--- src/rtl/stl_pkg.sv ---
// ============================================================================
// stl_pkg
// Shared types, token codes and character tables for the signature lexer.
// ============================================================================
`default_nettype none

package stl_pkg;

  // Input item: one code unit of the text and its end-of-text mark.
  typedef struct packed {
    logic [15:0] code_unit;
    logic        is_last;
  } stl_in_t;

  // Result item: one token.
  typedef struct packed {
    logic [4:0]  token_kind;
    logic [30:0] number_value;
    logic [15:0] ident_start;
    logic [15:0] ident_length;
    logic [1:0]  error_code;
    logic [15:0] error_char;
    logic        run_last;
  } stl_out_t;

  // Token kinds.
  localparam logic [4:0] KIND_END      = 5'd0;
  localparam logic [4:0] KIND_LBRACKET = 5'd1;
  localparam logic [4:0] KIND_RBRACKET = 5'd2;
  localparam logic [4:0] KIND_LPAREN   = 5'd3;
  localparam logic [4:0] KIND_RPAREN   = 5'd4;
  localparam logic [4:0] KIND_DCOLON   = 5'd5;
  localparam logic [4:0] KIND_BANG     = 5'd6;
  localparam logic [4:0] KIND_DBANG    = 5'd7;
  localparam logic [4:0] KIND_DOT      = 5'd8;
  localparam logic [4:0] KIND_LT       = 5'd9;
  localparam logic [4:0] KIND_GT       = 5'd10;
  localparam logic [4:0] KIND_COMMA    = 5'd11;
  localparam logic [4:0] KIND_BACKTICK = 5'd12;
  localparam logic [4:0] KIND_SLASH    = 5'd13;
  localparam logic [4:0] KIND_AMP      = 5'd14;
  localparam logic [4:0] KIND_KW_FIRST = 5'd15;
  localparam logic [4:0] KIND_IDENT    = 5'd24;
  localparam logic [4:0] KIND_NUMBER   = 5'd25;
  localparam logic [4:0] KIND_ERROR    = 5'd26;

  // Error codes.
  localparam logic [1:0] ERR_NONE       = 2'd0;
  localparam logic [1:0] ERR_END_COLON  = 2'd1;
  localparam logic [1:0] ERR_BAD_COLON  = 2'd2;
  localparam logic [1:0] ERR_UNHANDLED  = 2'd3;

  // Characters that the lexer tests for.
  localparam logic [15:0] CH_TAB      = 16'h0009;
  localparam logic [15:0] CH_LF       = 16'h000A;
  localparam logic [15:0] CH_CR       = 16'h000D;
  localparam logic [15:0] CH_SPACE    = 16'h0020;
  localparam logic [15:0] CH_BANG     = 16'h0021;
  localparam logic [15:0] CH_AMP      = 16'h0026;
  localparam logic [15:0] CH_LPAREN   = 16'h0028;
  localparam logic [15:0] CH_RPAREN   = 16'h0029;
  localparam logic [15:0] CH_COMMA    = 16'h002C;
  localparam logic [15:0] CH_DOT      = 16'h002E;
  localparam logic [15:0] CH_SLASH    = 16'h002F;
  localparam logic [15:0] CH_ZERO     = 16'h0030;
  localparam logic [15:0] CH_NINE     = 16'h0039;
  localparam logic [15:0] CH_COLON    = 16'h003A;
  localparam logic [15:0] CH_LT       = 16'h003C;
  localparam logic [15:0] CH_GT       = 16'h003E;
  localparam logic [15:0] CH_UPPER_A  = 16'h0041;
  localparam logic [15:0] CH_UPPER_Z  = 16'h005A;
  localparam logic [15:0] CH_LBRACKET = 16'h005B;
  localparam logic [15:0] CH_RBRACKET = 16'h005D;
  localparam logic [15:0] CH_USCORE   = 16'h005F;
  localparam logic [15:0] CH_BACKTICK = 16'h0060;
  localparam logic [15:0] CH_LOWER_A  = 16'h0061;
  localparam logic [15:0] CH_LOWER_Z  = 16'h007A;

  localparam int          KW_COUNT  = 9;
  localparam logic [8:0]  KW_ALL    = 9'h1FF;
  localparam logic [30:0] NUM_MAX   = 31'h7FFF_FFFF;

  // Result queue depth; one character yields at most three tokens.
  localparam int QUEUE_DEPTH = 4;
  localparam int MAX_TOKENS  = 3;

  // Keyword text, left aligned, zero padded to nine characters.
  function automatic logic [71:0] kw_text(input logic [3:0] k);
    logic [71:0] t;
    case (k)
      4'd0:    t = {"instance", 8'h00};
      4'd1:    t = {"class", 32'h0};
      4'd2:    t = "valuetype";
      4'd3:    t = {"object", 24'h0};
      4'd4:    t = {"void", 40'h0};
      4'd5:    t = {"bool", 40'h0};
      4'd6:    t = {"string", 24'h0};
      4'd7:    t = {"uint32", 24'h0};
      4'd8:    t = {"int32", 32'h0};
      default: t = '0;
    endcase
    return t;
  endfunction

  function automatic logic [3:0] kw_len(input logic [3:0] k);
    logic [3:0] l;
    case (k)
      4'd0:    l = 4'd8;
      4'd1:    l = 4'd5;
      4'd2:    l = 4'd9;
      4'd3:    l = 4'd6;
      4'd4:    l = 4'd4;
      4'd5:    l = 4'd4;
      4'd6:    l = 4'd6;
      4'd7:    l = 4'd6;
      4'd8:    l = 4'd5;
      default: l = 4'd0;
    endcase
    return l;
  endfunction

  // Character of keyword k at index idx (idx below nine).
  function automatic logic [7:0] kw_char(input logic [3:0] k, input logic [3:0] idx);
    logic [71:0] t;
    logic [7:0]  ch;
    t  = kw_text(k);
    ch = 8'h00;
    case (idx)
      4'd0:    ch = t[71:64];
      4'd1:    ch = t[63:56];
      4'd2:    ch = t[55:48];
      4'd3:    ch = t[47:40];
      4'd4:    ch = t[39:32];
      4'd5:    ch = t[31:24];
      4'd6:    ch = t[23:16];
      4'd7:    ch = t[15:8];
      4'd8:    ch = t[7:0];
      default: ch = 8'h00;
    endcase
    return ch;
  endfunction

  function automatic logic is_alpha(input logic [15:0] c);
    return ((c >= CH_LOWER_A) && (c <= CH_LOWER_Z)) ||
           ((c >= CH_UPPER_A) && (c <= CH_UPPER_Z));
  endfunction

  function automatic logic is_digit(input logic [15:0] c);
    return (c >= CH_ZERO) && (c <= CH_NINE);
  endfunction

  function automatic logic is_space(input logic [15:0] c);
    return (c == CH_SPACE) || (c == CH_TAB) || (c == CH_CR) || (c == CH_LF);
  endfunction

  // Single-character punctuation; KIND_END means the character is not one.
  function automatic logic [4:0] punct_kind(input logic [15:0] c);
    logic [4:0] k;
    case (c)
      CH_LBRACKET: k = KIND_LBRACKET;
      CH_RBRACKET: k = KIND_RBRACKET;
      CH_LPAREN:   k = KIND_LPAREN;
      CH_RPAREN:   k = KIND_RPAREN;
      CH_DOT:      k = KIND_DOT;
      CH_LT:       k = KIND_LT;
      CH_GT:       k = KIND_GT;
      CH_COMMA:    k = KIND_COMMA;
      CH_BACKTICK: k = KIND_BACKTICK;
      CH_SLASH:    k = KIND_SLASH;
      CH_AMP:      k = KIND_AMP;
      default:     k = KIND_END;
    endcase
    return k;
  endfunction

  function automatic stl_out_t make_tok(
    input logic [4:0]  kind,
    input logic [30:0] num,
    input logic [15:0] start,
    input logic [15:0] len,
    input logic [1:0]  ecode,
    input logic [15:0] echar
  );
    stl_out_t t;
    t.token_kind   = kind;
    t.number_value = num;
    t.ident_start  = start;
    t.ident_length = len;
    t.error_code   = ecode;
    t.error_char   = echar;
    t.run_last     = 1'b0;
    return t;
  endfunction

endpackage

`default_nettype wire

--- src/rtl/signature_token_lexer_unit.sv ---
// ============================================================================
// signature_token_lexer_unit
// Character-at-a-time lexer for type-signature text, one code unit per transfer.
// ============================================================================
// The block takes one character per cycle while in_stall is low. An accepted
// character sits in an input register until the result queue has room for a
// full burst, then the lexer state and the zero to three tokens that the
// character causes are produced in a single pass and written into a
// four-entry result queue. With an empty queue the character is held in the
// input register and its first token in a queue entry register, from which
// it is offered on the output. Tokens leave one per transfer. Characters that
// cause at most one token each follow back to back as long as the output is
// not stalled; a character that causes more than one token stalls the input
// while the queue drains, and a stalled output fills the queue until the
// input stalls as well. The input stalls only while the queue has fewer than
// three free entries, which is the worst burst a single character can cause
// (a pending token, a punctuation or new token, and the end token). An error
// token ends a text: everything up to and including the last-marked
// character is then dropped without results. After every last-marked
// character the lexer returns to its reset state and offsets restart at zero.
`default_nettype none

module signature_token_lexer_unit #(
  parameter int POSITION_BITS = 16
) (
  input  wire logic              clk,
  input  wire logic              rst_n,
  input  wire logic              in_valid,
  output logic                   in_stall,
  input  wire stl_pkg::stl_in_t  in_data,
  output logic                   out_valid,
  input  wire logic              out_stall,
  output stl_pkg::stl_out_t      out_data
);
  import stl_pkg::*;

  localparam int P_W   = POSITION_BITS;
  localparam int EXT_W = (P_W > 16) ? P_W : 16;

  // Lexer modes, one-hot.
  typedef enum logic [5:0] {
    MODE_IDLE  = 6'b000001,
    MODE_IDENT = 6'b000010,
    MODE_NUM   = 6'b000100,
    MODE_COLON = 6'b001000,
    MODE_BANG  = 6'b010000,
    MODE_ERR   = 6'b100000
  } mode_t;

  // Input register.
  logic        st_vld_r;
  stl_in_t     st_data_r;

  // Lexer state.
  mode_t        mode_r, mode_nxt;
  logic [P_W-1:0] pos_r, pos_nxt;
  logic [P_W-1:0] start_r, start_nxt;
  logic [8:0]   flags_r, flags_nxt;
  logic [30:0]  acc_r, acc_nxt;

  // Tokens of the character in the input register.
  stl_out_t [2:0] tok;
  logic [1:0]     tok_cnt;
  logic           room;
  logic           fwd;

  // Offsets are reported on 16 bits whatever the position width.
  function automatic logic [15:0] to16(input logic [P_W-1:0] x);
    logic [EXT_W-1:0] e;
    e = EXT_W'(x);
    return e[15:0];
  endfunction

  // Keyword kind for a finished identifier, or the plain identifier kind.
  function automatic logic [4:0] ident_kind(input logic [8:0] flags,
                                            input logic [P_W-1:0] len);
    logic [4:0] kind;
    kind = KIND_IDENT;
    for (int k = KW_COUNT - 1; k >= 0; k--) begin
      if (flags[k] && (len == P_W'(kw_len(4'(k))))) begin
        kind = KIND_KW_FIRST + 5'(k);
      end
    end
    return kind;
  endfunction

  // Drop keywords that do not have character c at index idx.
  function automatic logic [8:0] match_char(input logic [8:0] flags,
                                            input logic [15:0] c,
                                            input logic [P_W-1:0] idx);
    logic [8:0] f;
    logic       hit;
    f = flags;
    for (int k = 0; k < KW_COUNT; k++) begin
      hit = (idx < P_W'(kw_len(4'(k)))) &&
            (c == {8'h00, kw_char(4'(k), idx[3:0])});
      if (!hit) begin
        f[k] = 1'b0;
      end
    end
    return f;
  endfunction

  // The input register advances when the queue can take a full burst.
  assign fwd      = st_vld_r && room;
  assign in_stall = st_vld_r && !room;

  always_ff @(posedge clk) begin
    if (!rst_n) begin
      st_vld_r <= 1'b0;
    end else if (!in_stall) begin
      st_vld_r <= in_valid;
    end
  end

  always_ff @(posedge clk) begin
    if (in_valid && !in_stall) begin
      st_data_r <= in_data;
    end
  end

  // One character through the lexer: state update and its tokens.
  always_comb begin
    logic [15:0]    c;
    logic           last;
    logic           done;
    logic [1:0]     n;
    logic [4:0]     pk;
    logic [34:0]    prod;
    logic [P_W-1:0] len;

    c    = st_data_r.code_unit;
    last = st_data_r.is_last;
    done = 1'b0;
    n    = 2'd0;
    pk   = KIND_END;
    prod = '0;
    len  = '0;
    tok  = '0;

    mode_nxt  = mode_r;
    pos_nxt   = pos_r;
    start_nxt = start_r;
    flags_nxt = flags_r;
    acc_nxt   = acc_r;

    if (mode_r == MODE_ERR) begin
      // Discard until the end of the text.
      if (last) begin
        mode_nxt  = MODE_IDLE;
        pos_nxt   = '0;
        start_nxt = '0;
        flags_nxt = KW_ALL;
        acc_nxt   = '0;
      end
    end else begin
      // Finish or continue what the previous character started.
      case (mode_r)
        MODE_COLON: begin
          if (c == CH_COLON) begin
            tok[n] = make_tok(KIND_DCOLON, '0, '0, '0, ERR_NONE, '0);
            mode_nxt = MODE_IDLE;
          end else begin
            tok[n] = make_tok(KIND_ERROR, '0, '0, '0, ERR_BAD_COLON, c);
            mode_nxt = MODE_ERR;
          end
          n    = n + 2'd1;
          done = 1'b1;
        end
        MODE_BANG: begin
          mode_nxt = MODE_IDLE;
          if (c == CH_BANG) begin
            tok[n] = make_tok(KIND_DBANG, '0, '0, '0, ERR_NONE, '0);
            done   = 1'b1;
          end else begin
            tok[n] = make_tok(KIND_BANG, '0, '0, '0, ERR_NONE, '0);
          end
          n = n + 2'd1;
        end
        MODE_IDENT: begin
          if (is_alpha(c) || is_digit(c) || (c == CH_USCORE) || (c == CH_DOT)) begin
            flags_nxt = match_char(flags_r, c, pos_r - start_r);
            done      = 1'b1;
          end else begin
            len    = pos_r - start_r;
            tok[n] = make_tok(ident_kind(flags_r, len), '0, to16(start_r), to16(len),
                              ERR_NONE, '0);
            n        = n + 2'd1;
            mode_nxt = MODE_IDLE;
          end
        end
        MODE_NUM: begin
          if (is_digit(c)) begin
            prod = {1'b0, acc_r, 3'b000} + {3'b000, acc_r, 1'b0} + {31'd0, c[3:0]};
            acc_nxt = (prod > {4'd0, NUM_MAX}) ? NUM_MAX : prod[30:0];
            done    = 1'b1;
          end else begin
            tok[n]   = make_tok(KIND_NUMBER, acc_r, '0, '0, ERR_NONE, '0);
            n        = n + 2'd1;
            mode_nxt = MODE_IDLE;
          end
        end
        default: begin
          mode_nxt = MODE_IDLE;
        end
      endcase

      // Start something new with this character.
      if (!done) begin
        pk = punct_kind(c);
        if (pk != KIND_END) begin
          tok[n] = make_tok(pk, '0, '0, '0, ERR_NONE, '0);
          n      = n + 2'd1;
        end else if (c == CH_COLON) begin
          mode_nxt = MODE_COLON;
        end else if (c == CH_BANG) begin
          mode_nxt = MODE_BANG;
        end else if (is_space(c)) begin
          // Whitespace separates tokens and is otherwise dropped.
        end else if (is_alpha(c) || (c == CH_USCORE)) begin
          mode_nxt  = MODE_IDENT;
          start_nxt = pos_r;
          flags_nxt = match_char(KW_ALL, c, '0);
        end else if (is_digit(c)) begin
          mode_nxt = MODE_NUM;
          acc_nxt  = {27'd0, c[3:0]};
        end else begin
          tok[n]   = make_tok(KIND_ERROR, '0, '0, '0, ERR_UNHANDLED, c);
          n        = n + 2'd1;
          mode_nxt = MODE_ERR;
        end
      end

      pos_nxt = pos_r + P_W'(1);

      // End of text: flush the open token, then the end token unless an
      // error closed the text.
      if (last) begin
        case (mode_nxt)
          MODE_IDENT: begin
            len    = pos_nxt - start_nxt;
            tok[n] = make_tok(ident_kind(flags_nxt, len), '0, to16(start_nxt),
                              to16(len), ERR_NONE, '0);
            n      = n + 2'd1;
          end
          MODE_NUM: begin
            tok[n] = make_tok(KIND_NUMBER, acc_nxt, '0, '0, ERR_NONE, '0);
            n      = n + 2'd1;
          end
          MODE_BANG: begin
            tok[n] = make_tok(KIND_BANG, '0, '0, '0, ERR_NONE, '0);
            n      = n + 2'd1;
          end
          MODE_COLON: begin
            tok[n]   = make_tok(KIND_ERROR, '0, '0, '0, ERR_END_COLON, '0);
            n        = n + 2'd1;
            mode_nxt = MODE_ERR;
          end
          default: begin
          end
        endcase
        if (mode_nxt != MODE_ERR) begin
          tok[n] = make_tok(KIND_END, '0, '0, '0, ERR_NONE, '0);
          n      = n + 2'd1;
        end
        mode_nxt  = MODE_IDLE;
        pos_nxt   = '0;
        start_nxt = '0;
        flags_nxt = KW_ALL;
        acc_nxt   = '0;
      end
    end

    // Mark the final token that this character caused.
    if (n != 2'd0) begin
      tok[n - 2'd1].run_last = 1'b1;
    end
    tok_cnt = fwd ? n : 2'd0;
  end

  always_ff @(posedge clk) begin
    if (!rst_n) begin
      mode_r  <= MODE_IDLE;
      pos_r   <= '0;
      start_r <= '0;
      flags_r <= KW_ALL;
      acc_r   <= '0;
    end else if (fwd) begin
      mode_r  <= mode_nxt;
      pos_r   <= pos_nxt;
      start_r <= start_nxt;
      flags_r <= flags_nxt;
      acc_r   <= acc_nxt;
    end
  end

  stl_result_queue u_queue (
    .clk       (clk),
    .rst_n     (rst_n),
    .push_cnt  (tok_cnt),
    .push_data (tok),
    .room      (room),
    .out_valid (out_valid),
    .out_stall (out_stall),
    .out_data  (out_data)
  );

endmodule

`default_nettype wire

--- src/rtl/stl_result_queue.sv ---
// ============================================================================
// stl_result_queue
// Small token queue: takes up to three tokens per cycle, gives one per transfer.
// ============================================================================
`default_nettype none

module stl_result_queue (
  input  wire logic                        clk,
  input  wire logic                        rst_n,
  input  wire logic [1:0]                  push_cnt,
  input  wire stl_pkg::stl_out_t [2:0]     push_data,
  output logic                             room,
  output logic                             out_valid,
  input  wire logic                        out_stall,
  output stl_pkg::stl_out_t                out_data
);
  import stl_pkg::*;

  localparam int PTR_W = $clog2(QUEUE_DEPTH);
  localparam int CNT_W = $clog2(QUEUE_DEPTH + 1);

  stl_out_t [QUEUE_DEPTH-1:0] entry_r, entry_nxt;
  logic [PTR_W-1:0]           head_r, head_nxt;
  logic [CNT_W-1:0]           cnt_r, cnt_nxt;
  logic                       pop;
  logic [PTR_W-1:0]           tail;

  assign out_valid = (cnt_r != '0);
  assign out_data  = entry_r[head_r];
  assign pop       = out_valid && !out_stall;
  // There must be space for the largest burst one character can cause.
  assign room      = (cnt_r <= CNT_W'(QUEUE_DEPTH - MAX_TOKENS));
  assign tail      = head_r + cnt_r[PTR_W-1:0];

  always_comb begin
    head_nxt = pop ? head_r + PTR_W'(1) : head_r;
    cnt_nxt  = cnt_r + CNT_W'(push_cnt) - CNT_W'(pop);
  end

  always_comb begin
    entry_nxt = entry_r;
    for (int i = 0; i < MAX_TOKENS; i++) begin
      if (2'(i) < push_cnt) begin
        entry_nxt[tail + PTR_W'(i)] = push_data[i];
      end
    end
  end

  always_ff @(posedge clk) begin
    if (!rst_n) begin
      head_r <= '0;
      cnt_r  <= '0;
    end else begin
      head_r <= head_nxt;
      cnt_r  <= cnt_nxt;
    end
  end

  always_ff @(posedge clk) begin
    entry_r <= entry_nxt;
  end

endmodule

`default_nettype wire

--- config.mk ---
export PLATFORM = sky130hd
export DESIGN_NAME = signature_token_lexer_unit
export DESIGN_NICKNAME = d
export VERILOG_FILES = /design/src/rtl/stl_pkg.sv /design/src/rtl/signature_token_lexer_unit.sv /design/src/rtl/stl_result_queue.sv
export SDC_FILE = /design/constraint.sdc
export NUM_CORES = 2
export LEC_CHECK = 0
export ABC_AREA = 0
export BUFFER_PORTS_ARGS = -buffer_cell sky130_fd_sc_hd__buf_2
export CAP_MARGIN = 15
export CORE_MARGIN = 2
export CORE_UTILIZATION = 30
export DETAILED_ROUTE_END_ITERATION = 12
export PLACE_DENSITY_LB_ADDON = 0.08
export RECOVER_POWER = 50
export SLEW_MARGIN = 5
export SYNTH_ARGS = -nofsm -noshare
export SYNTH_HDL_FRONTEND = slang
export SYNTH_SLANG_ARGS = --single-unit
--- constraint.sdc ---
create_clock -name clk -period 10.9 [get_ports clk]
set_clock_uncertainty 0.1 [all_clocks]
set_input_delay 1.09 -clock clk [delete_from_list [all_inputs] [get_ports clk]]
set_output_delay 1.09 -clock clk [all_outputs]
set_load 0.005 [all_outputs]
==> impl_metrics.toml <==
[grt]
grt_max_degree = 70
grt_first_pass_wirelength_um = 201600
track_usage_pct = 26.16
grt_overflow = 0
antenna_found_initial = 4
grt_pass1_vias = 28503

[worst_setup_path]
crit_type = "reg2reg"
required_ns = 11.36
crit_fanout = 31
crit_arrival_ns = 9.54
regToRegStartpoint = "st_data_r[12]"
endpoint_kind = "flop"
ff2ff_path_depth = 21
startpoint_type = "flop"
crit_start = "st_data_r[12]"

[cts]
cts_buffers = 54
post_cts_resize_count = 0
cts_tree = "yes"
hold_buffers = 0
cts_setup_buffers = 0
clockBufferDepth = 3
clock_latency_ns = 0.64
ctsHtreeMaxLevel = 2
cts-root-buf = "clkbuf_16"
clk_pin_slew_worst_paths_ns = 0.06
cts.sinks = 449

[floorplan]
die-area_um2 = 102200
die_w_um = 319.7
die_y_um = 319.7
core_area_um2 = 98560
initial_utilization_pct = 30.33
io_pins = 110
rows = 115

[timing]
finalMaxSlewViolations = 245
hold_viol_final = 0
fin_crit_ns = 9.084
setup_viol_count_final = 0
setup_tns_ns = 0
setup_ws_ns = 1.816
post-route-period-util_pct = 83.34
tightest_slew_ns = 4.208
timing.hold.ws_ns = 0.3548
max_slew_margin_pct = -180.5
rsz0062_at_grt = "no"
max_freq_ghz = 0.1101

[status]
status = "complete, but fails checks"
violations = "capacitance limit, slew limit"

[hold_path]
hp-start = "u_queue.entry_r[321]"
hp-class = "reg2reg"
min_path_cells = 1

[drt]
vias_per_cell = 6.020
post_drt_wl_per_cell_um = 27.86
dr.pass1.iters = 5
vias = 29768
drtAntennaViolNets = 0
drc = 0
drtIter0Drc = 2439
routed_wirelength_um = 137800

[yosys]
ys.flop_type = "dfxtp_1"
synth_cell_types = 114
synthesis.nets = 3785
ys_seq_area_share_pct = 30.64
yosysWarnings = 0
syn_area_per_cell_um2 = 8.181
synth-edff-count = 17
syn_inst = 3654
syn_area_um2 = 29890
async_flop_share_pct = 0
ys_ff_latch = 449

[placement]
dpl_worst_slack_ns = 2.766
io_buffers = 109
gp_congestion = 0.9486
dpl.hpwl_um = 94060

[cells_and_area]
fillers = 10410
final_net_count = 3747
area_growth_pct = 11.03
drive_above_1_share_pct = 10.56
layout_common_cells = "431 x dfxtp_1, 381 x nand2_1, 324 x nor2_1"
final_common_cell = "dfxtp_1"

[power_and_ir_drop]
power_uw = 6425
p_leak_uw = 0.01200
ir_drop_uv = 126.5
powerDensity_nw_per_um2 = 193.6

[flow_run]
cap_violations = 7
[cells in the mapped netlist (all sizes together) (13+ instances only)]
master | number | area [µm²]
a211o | 28 | 245.2
a211oi | 77 | 633.1
a21o | 46 | 345.3
a21oi | 257 | 1301
a221oi | 13 | 126.4
a22oi | 72 | 550.5
a31oi | 34 | 219.0
a32oi | 16 | 140.1
and2 | 68 | 427.9
and3 | 65 | 406.6
buf | 132 | 704.4
clkbuf | 148 | 555.5
dfxtp | 432 | 8648
edfxtp | 17 | 510.5
ha | 105 | 1314
inv | 64 | 240.2
mux2i | 48 | 493.0
mux4 | 87 | 1959
nand2 | 385 | 1450
nand2b | 23 | 143.9
nand3 | 75 | 380.4
nand4 | 26 | 162.7
nor2 | 335 | 1304
nor2b | 61 | 381.6
nor3 | 66 | 364.1
nor4 | 21 | 146.4
o211ai | 112 | 855.8
o21a | 29 | 225.2
o21ai | 298 | 1525
o22ai | 167 | 1045
o31a | 13 | 113.9
o31ai | 13 | 102.6
or2 | 18 | 112.6
or3 | 20 | 125.1
xnor2 | 38 | 332.8
xor2 | 34 | 297.8
[flip-flops by register name, summed over array words and instances (netlist names)]
register,cells
u_queue.entry_r,348
acc_r,31
st_data_r,17
pos_r,16
start_r,16
flags_r,9
mode_r,6
u_queue.cnt_r,3
u_queue.head_r,2
st_vld_r,1
[path summary, 6_finish.rpt]
check,endpoint,slack (ns)
worst max-delay path,u_queue.entry_r[282],1.82
worst min-delay path,u_queue.entry_r[321],0.35
worst min register to register,u_queue.entry_r[321],0.35
worst max register to register,u_queue.entry_r[282],1.82
[worst max-delay path, cell delays in order (launching register included)]
cell	delay, ns
edfxtp_1	0.49
or4_1	0.76
nor2_1	0.66
o211ai_1	0.32
and2_0	0.29
and2_0	0.24
nor2_1	0.49
ha_1	0.22
or4b_1	0.42
and3b_1	0.25
ha_1	0.33
nand2_1	0.06
o21ai_0	0.15
ha_1	0.31
nor2_1	0.10
a22oi_1	0.23
a21oi_1	1.15
inv_1	0.54
nor3_4	1.04
a22oi_2	0.17
buf_4	0.37
o22ai_1	0.24
[per-layer routing]
layer | vias up | track usage, % | routed length (µm)
met1 | 14738 | 32.73 | 56890
met3 | 234 | 2.558 | 6792
met2 | 1080 | 46.06 | 68120
li1 | 13716 | - | -
met5 | - | 0 | 0
met4 | 0 | 10.34 | 5955
[cells by family (layout without fill, tap and decap cells)]
family	after synthesis	in the layout	synth area share (%)
muxes	138	138	8.329
adders and majority gates	110	110	4.729
AOI/OAI and AO/OA	1323	1323	29.51
DFF	449	449	30.64
buffers and inverters	345	348	5.031
other	0	1	0
xor gates and xnor gates	72	72	2.109
and+or+nand+nor	1217	1217	19.65
[report_power, final]
part / switching (µW) / leakage, µW / internal (µW) / total [µW]
registers: 284 / 0.00373 / 2120 / 2410
logic: 1150 / 0.00740 / 972 / 2120
clock network: 794 / 0.000872 / 1110 / 1900
total: 2220 / 0.0120 / 4200 / 6420
[layout make-up]
type	instances	area (µm²)	share of cell area, %
clock buffer	83	1604	4.833
antenna	1	2.502	0.007539
sequential	449	9163	27.60
tap	1287	1610	4.851
inverter	65	244.0	0.7351
timing repair buffer	186	1028	3.099
clock inverter	14	200.2	0.6031
multi-input combinational	2860	19340	58.27
[stage by stage]
step	instance area (µm²)	utilization, %	std cells
floorplan	29890	-	3654
global placement	31590	32.05	4847
detailed placement	31590	32.05	4847
CTS	33400	33.88	4944
global route	33190	33.67	4944
finish	33190	33.68	4945
Note: power is estimated with default switching activity, not from simulation.
